`config.mk`:
```
export PLATFORM = sky130hd
export DESIGN_NAME = modem_power_key_sequencer_flat
export DESIGN_NICKNAME = d
export VERILOG_FILES = /design/src/rtl/mpks_pkg.sv /design/src/rtl/mpks_if.sv /design/src/rtl/mpks_seq.sv /design/src/rtl/modem_power_key_sequencer.sv /design/src/flat_wrapper.sv
export SDC_FILE = /design/constraint.sdc
export NUM_CORES = 1
export LEC_CHECK = 0
export BUFFER_PORTS_ARGS = -buffer_cell sky130_fd_sc_hd__clkbuf_2
export CAP_MARGIN = 20
export CELL_PAD_IN_SITES_DETAIL_PLACEMENT = 0
export CELL_PAD_IN_SITES_GLOBAL_PLACEMENT = 1
export CORE_MARGIN = 5
export CORE_UTILIZATION = 35
export CTS_CLUSTER_DIAMETER = 30
export DETAILED_ROUTE_END_ITERATION = 10
export GPL_TIMING_DRIVEN = 0
export PLACE_DENSITY_LB_ADDON = 0.1
export SLEW_MARGIN = 5
export SYNTH_ARGS = -nofsm -noshare
export SYNTH_HDL_FRONTEND = slang
export SYNTH_SLANG_ARGS = --single-unit
```
`constraint.sdc`:
```
create_clock -name clk -period 2.6 [get_ports clk]
set_clock_uncertainty 0.15 [all_clocks]
set_input_delay 0.52 -clock clk [delete_from_list [all_inputs] [get_ports clk]]
set_output_delay 0.52 -clock clk [all_outputs]
set_load 0.01 [all_outputs]
```
`src/rtl/mpks_pkg.sv`:
```
// Shared types, codes and timing constants for the modem power key sequencer.
`timescale 1ns / 1ps

package mpks_pkg;

  // Operation codes carried on the input channel
  typedef enum logic [2:0] {
    OP_TICK  = 3'd0,
    OP_START = 3'd1,
    OP_STOP  = 3'd2,
    OP_DELAY = 3'd3,
    OP_RESET = 3'd4
  } op_t;

  // Outcome codes returned with every word
  typedef enum logic [1:0] {
    OUT_WORKING = 2'd0,
    OUT_OK      = 2'd1,
    OUT_ERROR   = 2'd2,
    OUT_TIMEOUT = 2'd3
  } outcome_t;

  typedef logic [2:0]  step_t;
  typedef logic [15:0] ms_t;

  // Shared step register, as read by the power-on sequence
  localparam step_t SS_CHECK      = 3'd0;
  localparam step_t SS_WAIT_UP    = 3'd1;
  localparam step_t SS_PRESS      = 3'd2;
  localparam step_t SS_PRESS_HOLD = 3'd3;
  localparam step_t SS_RELEASE    = 3'd4;
  localparam step_t SS_BOOT       = 3'd5;
  localparam step_t SS_SETTLE     = 3'd6;

  // Same register, as read by the power-off sequence
  localparam step_t PS_CHECK     = 3'd0;
  localparam step_t PS_WAIT_DOWN = 3'd1;
  localparam step_t PS_RECHECK   = 3'd2;
  localparam step_t PS_PRESS     = 3'd3;
  localparam step_t PS_WAIT_OFF  = 3'd4;
  localparam step_t PS_SETTLE    = 3'd5;

  // Same register, as read by the generic delay
  localparam step_t DS_LOAD = 3'd0;
  localparam step_t DS_WAIT = 3'd1;

  // Timer loads in millisecond ticks
  localparam ms_t T_CHECK_MS   = 16'd600;
  localparam ms_t T_PRESS_MS   = 16'd100;
  localparam ms_t T_RELEASE_MS = 16'd1500;
  localparam ms_t T_BOOT_MS    = 16'd2500;
  localparam ms_t T_SETTLE_MS  = 16'd1000;
  localparam ms_t T_OFF_MS     = 16'd3000;
  localparam ms_t T_RECHECK_MS = 16'd500;

  // One operation handed to the sequencer core
  typedef struct packed {
    logic       fire;
    logic [2:0] opcode;
    logic       up;
    ms_t        ticks;
  } seq_req_t;

  // Result of that operation, levels after its update
  typedef struct packed {
    outcome_t outcome;
    logic     powerkey;
    logic     netlight;
  } seq_rsp_t;

endpackage

```
`src/rtl/mpks_if.sv`:
```
// Valid/ready channel interfaces for the sequencer's input and result words.
`timescale 1ns / 1ps

interface mpks_in_if;
  logic        valid;
  logic        ready;
  logic [2:0]  opcode;
  logic        status_line;
  logic [15:0] delay_ms;

  modport source (output valid, opcode, status_line, delay_ms, input ready);
  modport sink   (input valid, opcode, status_line, delay_ms, output ready);
endinterface

interface mpks_out_if;
  logic       valid;
  logic       ready;
  logic [1:0] outcome;
  logic       powerkey_on;
  logic       netlight_on;

  modport source (output valid, outcome, powerkey_on, netlight_on, input ready);
  modport sink   (input valid, outcome, powerkey_on, netlight_on, output ready);
endinterface

```
`src/rtl/mpks_seq.sv`:
```
// Sequencer core: step register, down-timer and output levels with their update logic.
`timescale 1ns / 1ps

module mpks_seq (
  input  logic              clk,
  input  logic              rst_n,
  input  mpks_pkg::seq_req_t req,
  output mpks_pkg::seq_rsp_t rsp
);
  import mpks_pkg::*;

  step_t step_r, step_nxt;
  ms_t   timer_r, timer_nxt;
  logic  pk_r, pk_nxt;
  logic  nl_r, nl_nxt;
  outcome_t outcome;
  logic  tmo;

  assign tmo = (timer_r == '0);

  // Next state for the word in flight
  always_comb begin
    step_nxt  = step_r;
    timer_nxt = timer_r;
    pk_nxt    = pk_r;
    nl_nxt    = nl_r;
    if (req.fire) begin
      case (req.opcode)
        OP_TICK: begin
          if (!tmo) timer_nxt = timer_r - 16'd1;
        end
        OP_START: begin
          case (step_r)
            SS_CHECK: begin
              if (req.up) begin
                timer_nxt = T_CHECK_MS;
                step_nxt  = SS_WAIT_UP;
              end else begin
                step_nxt = SS_PRESS;
              end
            end
            SS_WAIT_UP: begin
              if (tmo) begin
                if (req.up) begin
                  nl_nxt   = 1'b1;
                  pk_nxt   = 1'b1;
                  step_nxt = SS_CHECK;
                end else begin
                  step_nxt = SS_PRESS;
                end
              end
            end
            SS_PRESS: begin
              nl_nxt    = 1'b1;
              pk_nxt    = 1'b1;
              timer_nxt = T_PRESS_MS;
              step_nxt  = SS_PRESS_HOLD;
            end
            SS_PRESS_HOLD: begin
              if (tmo) begin
                nl_nxt    = 1'b0;
                pk_nxt    = 1'b0;
                timer_nxt = T_RELEASE_MS;
                step_nxt  = SS_RELEASE;
              end
            end
            SS_RELEASE: begin
              if (tmo) begin
                pk_nxt    = 1'b1;
                timer_nxt = T_BOOT_MS;
                step_nxt  = SS_BOOT;
              end
            end
            SS_BOOT: begin
              if (req.up) begin
                timer_nxt = T_SETTLE_MS;
                step_nxt  = SS_SETTLE;
                nl_nxt    = 1'b1;
              end else if (tmo) begin
                step_nxt = SS_CHECK;
              end
            end
            SS_SETTLE: begin
              if (tmo) step_nxt = SS_CHECK;
            end
            default: step_nxt = SS_CHECK;
          endcase
        end
        OP_STOP: begin
          case (step_r)
            PS_CHECK: begin
              pk_nxt = 1'b1;
              if (!req.up) begin
                timer_nxt = T_OFF_MS;
                step_nxt  = PS_WAIT_DOWN;
              end else begin
                step_nxt = PS_PRESS;
              end
            end
            PS_WAIT_DOWN: begin
              if (req.up) begin
                timer_nxt = T_RECHECK_MS;
                step_nxt  = PS_RECHECK;
              end else if (tmo) begin
                nl_nxt   = 1'b0;
                step_nxt = PS_CHECK;
              end
            end
            PS_RECHECK: begin
              if (tmo) step_nxt = PS_PRESS;
            end
            PS_PRESS: begin
              timer_nxt = T_OFF_MS;
              pk_nxt    = 1'b0;
              nl_nxt    = 1'b0;
              step_nxt  = PS_WAIT_OFF;
            end
            PS_WAIT_OFF: begin
              if (!req.up && (timer_r < T_SETTLE_MS)) begin
                timer_nxt = T_SETTLE_MS;
                pk_nxt    = 1'b1;
                step_nxt  = PS_SETTLE;
              end else if (tmo) begin
                pk_nxt   = 1'b1;
                step_nxt = PS_CHECK;
              end
            end
            PS_SETTLE: begin
              if (tmo) step_nxt = PS_CHECK;
            end
            default: step_nxt = PS_CHECK;
          endcase
        end
        OP_DELAY: begin
          case (step_r)
            DS_LOAD: begin
              timer_nxt = req.ticks;
              step_nxt  = DS_WAIT;
            end
            DS_WAIT: begin
              if (tmo) step_nxt = DS_LOAD;
            end
            default: step_nxt = DS_LOAD;
          endcase
        end
        OP_RESET: step_nxt = SS_CHECK;
        default: ;
      endcase
    end
  end

  // Outcome code for the word in flight
  always_comb begin
    outcome = OUT_WORKING;
    case (req.opcode)
      OP_START: begin
        if (step_r == SS_WAIT_UP && tmo && req.up) outcome = OUT_OK;
        else if (step_r == SS_BOOT && !req.up && tmo) outcome = OUT_TIMEOUT;
        else if (step_r == SS_SETTLE && tmo) outcome = req.up ? OUT_OK : OUT_ERROR;
      end
      OP_STOP: begin
        if (step_r == PS_WAIT_DOWN && !req.up && tmo) outcome = OUT_OK;
        else if (step_r == PS_WAIT_OFF && req.up && tmo) outcome = OUT_TIMEOUT;
        else if (step_r == PS_SETTLE && tmo) outcome = req.up ? OUT_ERROR : OUT_OK;
      end
      OP_DELAY: begin
        if (step_r == DS_WAIT && tmo) outcome = OUT_OK;
      end
      default: outcome = OUT_WORKING;
    endcase
  end

  // Levels are reported after the word's update
  assign rsp.outcome  = outcome;
  assign rsp.powerkey = pk_nxt;
  assign rsp.netlight = nl_nxt;

  // Hold state between words, clear on reset
  always_ff @(posedge clk) begin
    if (!rst_n) begin
      step_r  <= '0;
      timer_r <= '0;
      pk_r    <= 1'b0;
      nl_r    <= 1'b0;
    end else begin
      step_r  <= step_nxt;
      timer_r <= timer_nxt;
      pk_r    <= pk_nxt;
      nl_r    <= nl_nxt;
    end
  end

  // A finished sequence always returns the step register to its start
  a_done_clears_step: assert property (@(posedge clk) disable iff (!rst_n)
    (req.fire && rsp.outcome != OUT_WORKING) |=> step_r == '0)
    else $error("step not cleared after a finished sequence");

  a_reset_op: assert property (@(posedge clk) disable iff (!rst_n)
    (req.fire && req.opcode == OP_RESET) |=> step_r == '0)
    else $error("reset operation left the step register set");

  a_tick_decrements: assert property (@(posedge clk) disable iff (!rst_n)
    (req.fire && req.opcode == OP_TICK && !tmo) |=> timer_r == $past(timer_r) - 16'd1)
    else $error("tick did not decrement the timer");

  a_idle_holds: assert property (@(posedge clk) disable iff (!rst_n)
    !req.fire |=> ($stable(step_r) && $stable(timer_r) && $stable(pk_r) && $stable(nl_r)))
    else $error("state moved without a word");

endmodule

```
`src/rtl/modem_power_key_sequencer.sv`:
```
// Top level of the modem power key sequencer: input stage, core and result register.
//
// Usage:
//   in_ch carries one operation word per handshake: opcode (tick, start step,
//   stop step, delay step, reset sequence), the modem status pin level and a
//   delay length for the delay step. out_ch returns exactly one word per input
//   word, in order: an outcome code and the power key and netlight levels as
//   they stand after that operation.
//   A word accepted into the input register is applied to the step register,
//   down-timer and levels, and its result is loaded into the result register,
//   when the input stage advances; a full, stalled result register holds it back.
//   Throughput: one word per cycle while out_ch.ready stays high; the input
//   register feeds the result register through one pass of core next-state logic.
//   Reset (synchronous, rst_n low): both pipeline stages empty, step register
//   and down-timer to zero, power key and netlight off.
//   Stall: when out_ch.ready is low the result register holds its word; the
//   input register still takes one more word, then in_ch.ready drops until
//   the result is taken.
`timescale 1ns / 1ps

module modem_power_key_sequencer (
  input logic       clk,
  input logic       rst_n,
  mpks_in_if.sink   in_ch,
  mpks_out_if.source out_ch
);
  import mpks_pkg::*;

  logic       s1_valid_r;
  logic [2:0] s1_opcode_r;
  logic       s1_up_r;
  ms_t        s1_ticks_r;
  logic       s1_go;
  logic       in_fire;

  logic       out_valid_r;
  seq_rsp_t   out_r;

  seq_req_t   req;
  seq_rsp_t   rsp;

  // Advance the input stage when the result register is free or draining
  assign s1_go       = s1_valid_r && (!out_valid_r || out_ch.ready);
  assign in_ch.ready = !s1_valid_r || s1_go;
  assign in_fire     = in_ch.valid && in_ch.ready;

  // Input stage
  always_ff @(posedge clk) begin
    if (!rst_n) begin
      s1_valid_r <= 1'b0;
    end else if (in_ch.ready) begin
      s1_valid_r <= in_ch.valid;
    end
  end

  always_ff @(posedge clk) begin
    if (in_fire) begin
      s1_opcode_r <= in_ch.opcode;
      s1_up_r     <= in_ch.status_line;
      s1_ticks_r  <= in_ch.delay_ms;
    end
  end

  // Apply the staged word to the sequencer state
  assign req.fire   = s1_go;
  assign req.opcode = s1_opcode_r;
  assign req.up     = s1_up_r;
  assign req.ticks  = s1_ticks_r;

  mpks_seq u_seq (
    .clk   (clk),
    .rst_n (rst_n),
    .req   (req),
    .rsp   (rsp)
  );

  // Result register: load on advance, drop when taken
  always_ff @(posedge clk) begin
    if (!rst_n) begin
      out_valid_r <= 1'b0;
    end else if (s1_go) begin
      out_valid_r <= 1'b1;
    end else if (out_ch.ready) begin
      out_valid_r <= 1'b0;
    end
  end

  always_ff @(posedge clk) begin
    if (s1_go) begin
      out_r <= rsp;
    end
  end

  assign out_ch.valid       = out_valid_r;
  assign out_ch.outcome     = out_r.outcome;
  assign out_ch.powerkey_on = out_r.powerkey;
  assign out_ch.netlight_on = out_r.netlight;

endmodule

```
`src/flat_wrapper.sv`:
```
// flat-port wrapper written by rule: the top's interface ports become plain ports
module modem_power_key_sequencer_flat import mpks_pkg::*;
  (clk, rst_n, in_ch_valid, in_ch_opcode, in_ch_status_line, in_ch_delay_ms, in_ch_ready, out_ch_valid, out_ch_outcome, out_ch_powerkey_on, out_ch_netlight_on, out_ch_ready);
  mpks_in_if in_ch_i ();
  mpks_out_if out_ch_i ();
  input logic clk;
  input logic rst_n;
  input wire logic [$bits(in_ch_i.valid)-1:0] in_ch_valid;
  input wire logic [$bits(in_ch_i.opcode)-1:0] in_ch_opcode;
  input wire logic [$bits(in_ch_i.status_line)-1:0] in_ch_status_line;
  input wire logic [$bits(in_ch_i.delay_ms)-1:0] in_ch_delay_ms;
  output wire logic [$bits(in_ch_i.ready)-1:0] in_ch_ready;
  output wire logic [$bits(out_ch_i.valid)-1:0] out_ch_valid;
  output wire logic [$bits(out_ch_i.outcome)-1:0] out_ch_outcome;
  output wire logic [$bits(out_ch_i.powerkey_on)-1:0] out_ch_powerkey_on;
  output wire logic [$bits(out_ch_i.netlight_on)-1:0] out_ch_netlight_on;
  input wire logic [$bits(out_ch_i.ready)-1:0] out_ch_ready;
  assign in_ch_i.valid = in_ch_valid;
  assign in_ch_i.opcode = in_ch_opcode;
  assign in_ch_i.status_line = in_ch_status_line;
  assign in_ch_i.delay_ms = in_ch_delay_ms;
  assign in_ch_ready = in_ch_i.ready;
  assign out_ch_valid = out_ch_i.valid;
  assign out_ch_outcome = out_ch_i.outcome;
  assign out_ch_powerkey_on = out_ch_i.powerkey_on;
  assign out_ch_netlight_on = out_ch_i.netlight_on;
  assign out_ch_i.ready = out_ch_ready;
  modem_power_key_sequencer u_core (.clk(clk), .rst_n(rst_n), .in_ch(in_ch_i), .out_ch(out_ch_i));
endmodule
```
After elaboration in Yosys (flattened, before gate mapping)
Cells that the tools add are included.
{"block": "classes", "reduce_logical": 26, "n_mux": 56, "magnitude_cmp": 1, "add_sub_neg": 1, "n_eq_ne": 23}
{"op": "2-to-1 mux 16 bit", "count": 9}
{"op": "case mux 16 bit (4 select lines)", "count": 2}
{"op": "case mux 16 bit (5 select lines)", "count": 1}
{"op": "2-to-1 mux 3 bit", "count": 8}
{"op": "2-to-1 mux 2 bit", "count": 11}
{"op": "case mux 3 bit (7 select lines)", "count": 1}
{"op": "inequality test 3 bit (second input constant)", "count": 6}
{"op": "case mux 3 bit (6 select lines)", "count": 1}
{"op": "logical NOT 16 bit", "count": 1}
{"op": "less-than comparator 16 x 10 -> 1 bit (second input constant)", "count": 1}
{"op": "subtractor 16 x 1 -> 16 bit (second input constant)", "count": 1}
{"op": "2-to-1 mux 1 bit", "count": 14}
{"op": "logical AND 1 bit", "count": 13}
{"op": "AND reduction 13 bit", "count": 1}
{"op": "== test 3 x 2 -> 1 bit (second input constant)", "count": 4}
{"op": "== test 3 bit (second input constant)", "count": 4}
{"op": "case mux 3 bit (4 select lines)", "count": 1}
{"op": "inequality test 3 x 2 -> 1 bit (second input constant)", "count": 3}
{"op": "case mux 1 bit (4 select lines)", "count": 2}
{"op": "nonzero test 4 bit", "count": 2}
{"op": "== test 3 x 1 -> 1 bit (second input constant)", "count": 2}
{"op": "logical NOT 3 bit", "count": 2}
{"op": "inequality test 6 x 3 -> 1 bit (second input constant)", "count": 1}
{"op": "case mux 1 bit (2 select lines)", "count": 3}
{"op": "10 further kinds", "count": 13}
{"block": "totals", "word_cells": 119, "inputBits": 24, "out_inout_bits": 6, "register_bits": 47}

Longest topological paths before layout
{"block": "depth", "ltp_word": 6, "mapped_depth": 12, "ltp_nobuf": 8}

Cells and area by module
From an unflattened synthesis, not the netlist that was laid out.
{"block": "hier_totals", "cells_unflattened": 340, "hier_area_um2": 3051.7}
{"module": "mpks_seq", "cells_each": 307, "n_inst": 1, "area_per_inst_um2": 2227.1, "seq_area_each_um2": 420.4}
{"module": "modem_power_key_sequencer", "cells_each": 33, "n_inst": 1, "area_per_inst_um2": 824.5, "seq_area_each_um2": 760.7}

Least setup slack after synthesis
No wires, ideal clock.
{"block": "synth_path", "path_kind": "reg-to-reg", "from": "register u_core.u_seq.timer_r[0]", "to": "register u_core.u_seq.timer_r[9]", "arrival_ns": 2.155, "stages_incl_launch_ff": 13, "path_buffers": 4, "slack_ns": 0.177, "path_cell_list": "dfxtp_1 > inv_1 > ha_1 > nor4b_1 > and4_1 > buf_4 > o22ai_1 > a221o_1 > buf_6 > or2_1 > buf_6 > buf_6 > o221a_2"}
{"block": "synth_between", "elab_chain_cells": 4}
{"item": "from (decl)", "line": "mpks_seq.sv:13", "source": "ms_t timer_r, timer_nxt;"}
{"item": "from (signal assigned)", "line": "mpks_seq.sv:187", "source": "timer_r <= timer_nxt;"}
{"item": "less-than comparator 16 x 10 -> 1 bit", "line": "mpks_seq.sv:119", "source": "if (!req.up && (timer_r < T_SETTLE_MS)) begin"}
{"item": "logical AND 1 bit", "line": "mpks_seq.sv:119"}
{"item": "inequality test 3 bit (no source line)"}
{"item": "AND reduction 13 bit (no source line)"}
Parallel ways exist; a longest one is shown, timed or not. The select of a mux whose other input is x is not followed.
A chain may end at the register's enable or synchronous reset.

Worst setup path after layout
{"block": "layout_path", "from": "register u_core.u_seq.step_r[1]", "to": "register u_core.u_seq.timer_r[6]"}
{"block": "layout_between", "elab_chain_cells": 3}
{"item": "from (decl)", "line": "mpks_seq.sv:12", "source": "step_t step_r, step_nxt;"}
{"item": "from (signal assigned)", "line": "mpks_seq.sv:186", "source": "step_r <= step_nxt;"}
{"item": "== test 3 bit (tied with other cells)", "line": "mpks_seq.sv:33", "source": "case (step_r)"}
{"item": "inequality test 6 x 3 -> 1 bit (no source line) (tied with other cells)"}
{"item": "AND reduction 13 bit (no source line) or case mux 16 bit (4 select lines) (tied branches)"}
Parallel ways exist; a longest one is shown, timed or not.

==> impl_metrics.env <==
export IMPL_cp_data_arrival_time_ns=2.69
export IMPL_regArea_sq_um=1182
export IMPL_crit_fanout=10
export IMPL_grt_pass1_wl_microns=15150
export IMPL_path_cells="buf_2, nor2_1, a311oi_1, o41ai_4, or2_1, buf_6, buf_6, o221a_2"
export IMPL_async_flop_share=0
export IMPL_synth_cells=339
export IMPL_stdcell_area_sq_um=3457
export IMPL_critical_path_slowest_cell="dfxtp_1"
export IMPL_violations="negative setup slack"
export IMPL_num_antenna_cells=0
export IMPL_post_route_min_period_ns=2.626
export IMPL_clk_pin_slew_ns=0.10
export IMPL_first_pass_iters=4
export IMPL_drtIter0Drc=297
export IMPL_gp_congestion=0.9262
export IMPL_setup_viol=4
export IMPL_slew_headroom=0.4782
export IMPL_antenna_found_initial=0
export IMPL_post_dp_cell_area_sq_um=3224
export IMPL_timing_final_ws_setup_ns=-0.02638
export IMPL_r2r_cells=8
export IMPL_die_w_microns=101.9
export IMPL_die_area_sq_um=10370
export IMPL_grt_usage=0.1879
export IMPL_worstSetupStartpointType="flip-flop"
export IMPL_clock_latency_ns=0.31
export IMPL_slew_violations=0
export IMPL_status="finished with violations"
export IMPL_hold_depth=1
export IMPL_path_delay_family="compound AO/OA/AOI/OAI gates"
export IMPL_grt_pass1_vias=2764
export IMPL_cap_violations=0
export IMPL_fin_cells=485
export IMPL_postRouteAntennaNets=0
export IMPL_post_drt_wl_per_cell_microns=19.33
export IMPL_nNetsFinal=405
export IMPL_yosysTopAreaCell="edfxtp_1"
export IMPL_synthesis_nets=365
export IMPL_drc=0
export IMPL_drive_gt1_frac=0.2105
export IMPL_drt_vias_per_instance=6.115
export IMPL_hpwl_microns=6797
export IMPL_p_per_area_nw_per_um2=574.9
export IMPL_tightest_slew_ns=0.7826
export IMPL_synth_top_area_frac=0.2441
export IMPL_dp_cells=472
export IMPL_die_h_microns=101.9
export IMPL_ys_ff_latch=47
export IMPL_clock_sinks=47
export IMPL_ys_flop_type="edfxtp_1"
export IMPL_cts_buffers=5
export IMPL_grt_max_degree=21
export IMPL_cts_buffer_depth=2
export IMPL_holdCritPathClass="in2reg"
export IMPL_crit_top_cell="buf_6"
export IMPL_required_ns=2.66
export IMPL_core_sq_um=8217
export IMPL_start_util=0.3594
export IMPL_synth_area_leaders="edfxtp_1 (24%), dfxtp_1 (16%), a21oi_1 (4.1%)"
export IMPL_nFillCells=816
export IMPL_synth_cell_types=59
export IMPL_place_port_buffers=28
export IMPL_grt_ovfl_total=0
export IMPL_finalCoreUtilization=0.4207
export IMPL_fmax_ghz=0.3808
export IMPL_wl_microns=9375
export IMPL_syn_to_final_growth_pct=17.08
export IMPL_rows=33
export IMPL_multiInputGateArea_sq_um=1633
export IMPL_ir_drop_mv=0.2228
export IMPL_synth_seq_area_share=0.4000
export IMPL_vias=2966
export IMPL_ios=30
export IMPL_tritoncts="done"
export IMPL_cp_num_cells=8
export IMPL_root_buffer="clkbuf_8"
export IMPL_hold_viol=0
export IMPL_cellLeakagePower_nw=1.252
export IMPL_period_share=1.010
export IMPL_htreeDepth=2
export IMPL_synth_edf_count=24
export IMPL_cpPeakStageDelay_ns=0.52
export IMPL_grt_setup_unrepaired="true"
export IMPL_cp_num_buf_inv=3
export IMPL_syn_area_per_cell_sq_um=8.710
export IMPL_synth_warning_count=0
export IMPL_synth_cell_area_sq_um=2953
export IMPL_endpoint_kind="flip-flop"
export IMPL_crit_type="reg2reg"
[cell usage in the layout, fill, tap and decap left out, types with 6 or more instances in the layout]
cell type and instances:
nor3_1 15, a32oi_1 7, a21oi_1 23, o21ai_0 20, nor2_1 30, inv_1 11, nand2_1 22, buf_4 8
a31oi_1 11, dfxtp_1 22, a22oi_1 6, clkbuf_2 35, o31ai_1 6, a211oi_1 6, edfxtp_1 24, nor2b_1 9
clkbuf_1 9, o221a_2 7
[power breakdown]
part	internal (mW)	switching, mW
Clock	0.290	0.273
Combinational	0.225	0.336
Sequential	0.821	0.0423
Total	1.34	0.651
[logic make-up after synthesis]
group	count (synthesis)	synth area share
flip-flops	47	0.4000
AO/OA/AOI/OAI	123	0.2949
adder cells (fa/ha/maj)	3	0.01186
AND/OR/NAND/NOR	119	0.2119
buffers and inverters	42	0.06568
XOR/XNOR	3	0.008900
multiplexers	2	0.006780
[synthesized netlist by cell type (all sizes together) (2+ instances only)]
| cell type | count |
|---|---|
| a2111oi | 5 |
| a211o | 2 |
| a211oi | 6 |
| a21o | 2 |
| a21oi | 24 |
| a221oi | 2 |
| a22oi | 6 |
| a311oi | 2 |
| a31oi | 11 |
| a32o | 2 |
| a32oi | 7 |
| and2 | 6 |
| and3 | 4 |
| buf | 9 |
| clkbuf | 18 |
| clkinv | 2 |
| dfxtp | 23 |
| edfxtp | 24 |
| ha | 2 |
| inv | 13 |
| mux2i | 2 |
| nand2 | 22 |
| nand2b | 5 |
| nand3 | 2 |
| nand4 | 4 |
| nor2 | 32 |
| nor2b | 9 |
| nor3 | 17 |
| nor3b | 3 |
| nor4 | 6 |
| nor4b | 2 |
| o21ai | 22 |
| o221a | 7 |
| o22ai | 4 |
| o311ai | 5 |
| o31ai | 6 |
| o41ai | 3 |
| or2 | 2 |
| or3 | 3 |
| xnor2 | 3 |
[routing by layer]
| layer | track usage | wire length, microns |
|---|---|---|
| met5 | 0 | 0 |
| met4 | 0.06458 | 233 |
| met1 | 0.2830 | 4465 |
| met2 | 0.2701 | 4022 |
| met3 | 0.03345 | 653 |
[cell type report]
class                           count  share of cell area
Multi-Input combinational cell    250              0.4723
Sequential cell                    47              0.3420
Timing Repair Buffer               36             0.05791
Buffer                             24             0.04017
Tap cell                          105             0.03800
Clock buffer                        5             0.01991
Inverter                           15             0.01629
Clock inverter                      3             0.01339
[through the flow]
step	setup TNS, ns	setup WS (ns)	hold slack [ns]	power [mW]
finish	-0.06831	-0.02638	0.2281	1.987
detailed placement	-6.244	-0.4579	0.3624	1.376
CTS	0	0.001568	0.2243	1.992
floorplan	0	0.1765	0.3362	1.223
global placement	-6.788	-0.4951	0.3556	1.382
global route	-0.9236	-0.1127	0.2159	2.088
[sequential cells by signal, summed over array words and instances (netlist names), 2 cells and up]
register and flops:
u_core.u_seq.timer_r 16, u_core.u_seq.step_r 3, u_core.out_ch.outcome 2, u_core.s1_opcode_r 3, u_core.s1_ticks_r 16
[worst paths after layout]
path / slack [ns] / from / endpoint
worst max-delay path: -0.03 / u_core.u_seq.step_r[1]$_SDFFE_PN0P_ / u_core.u_seq.timer_r[6]$_SDFFE_PN0P_
worst min-delay path: 0.23 / in_ch_opcode[1] / u_core.s1_opcode_r[1]$_DFFE_PP_
worst max register to register: -0.03 / u_core.u_seq.step_r[1]$_SDFFE_PN0P_ / u_core.u_seq.timer_r[6]$_SDFFE_PN0P_
worst min register to register: 0.34 / u_core.u_seq.timer_r[0]$_SDFFE_PN0P_ / u_core.u_seq.timer_r[0]$_SDFFE_PN0P_
[repair_timing]
item	4_1_cts	5_1_grt
resized for setup	18	10
endpoints found under the hold margin	0	0
pin swaps	4	0
buffers inserted	7	1
setup endpoints to repair	21	18
hold buffers	0	0
Note: power is estimated with default switching activity, not from simulation.
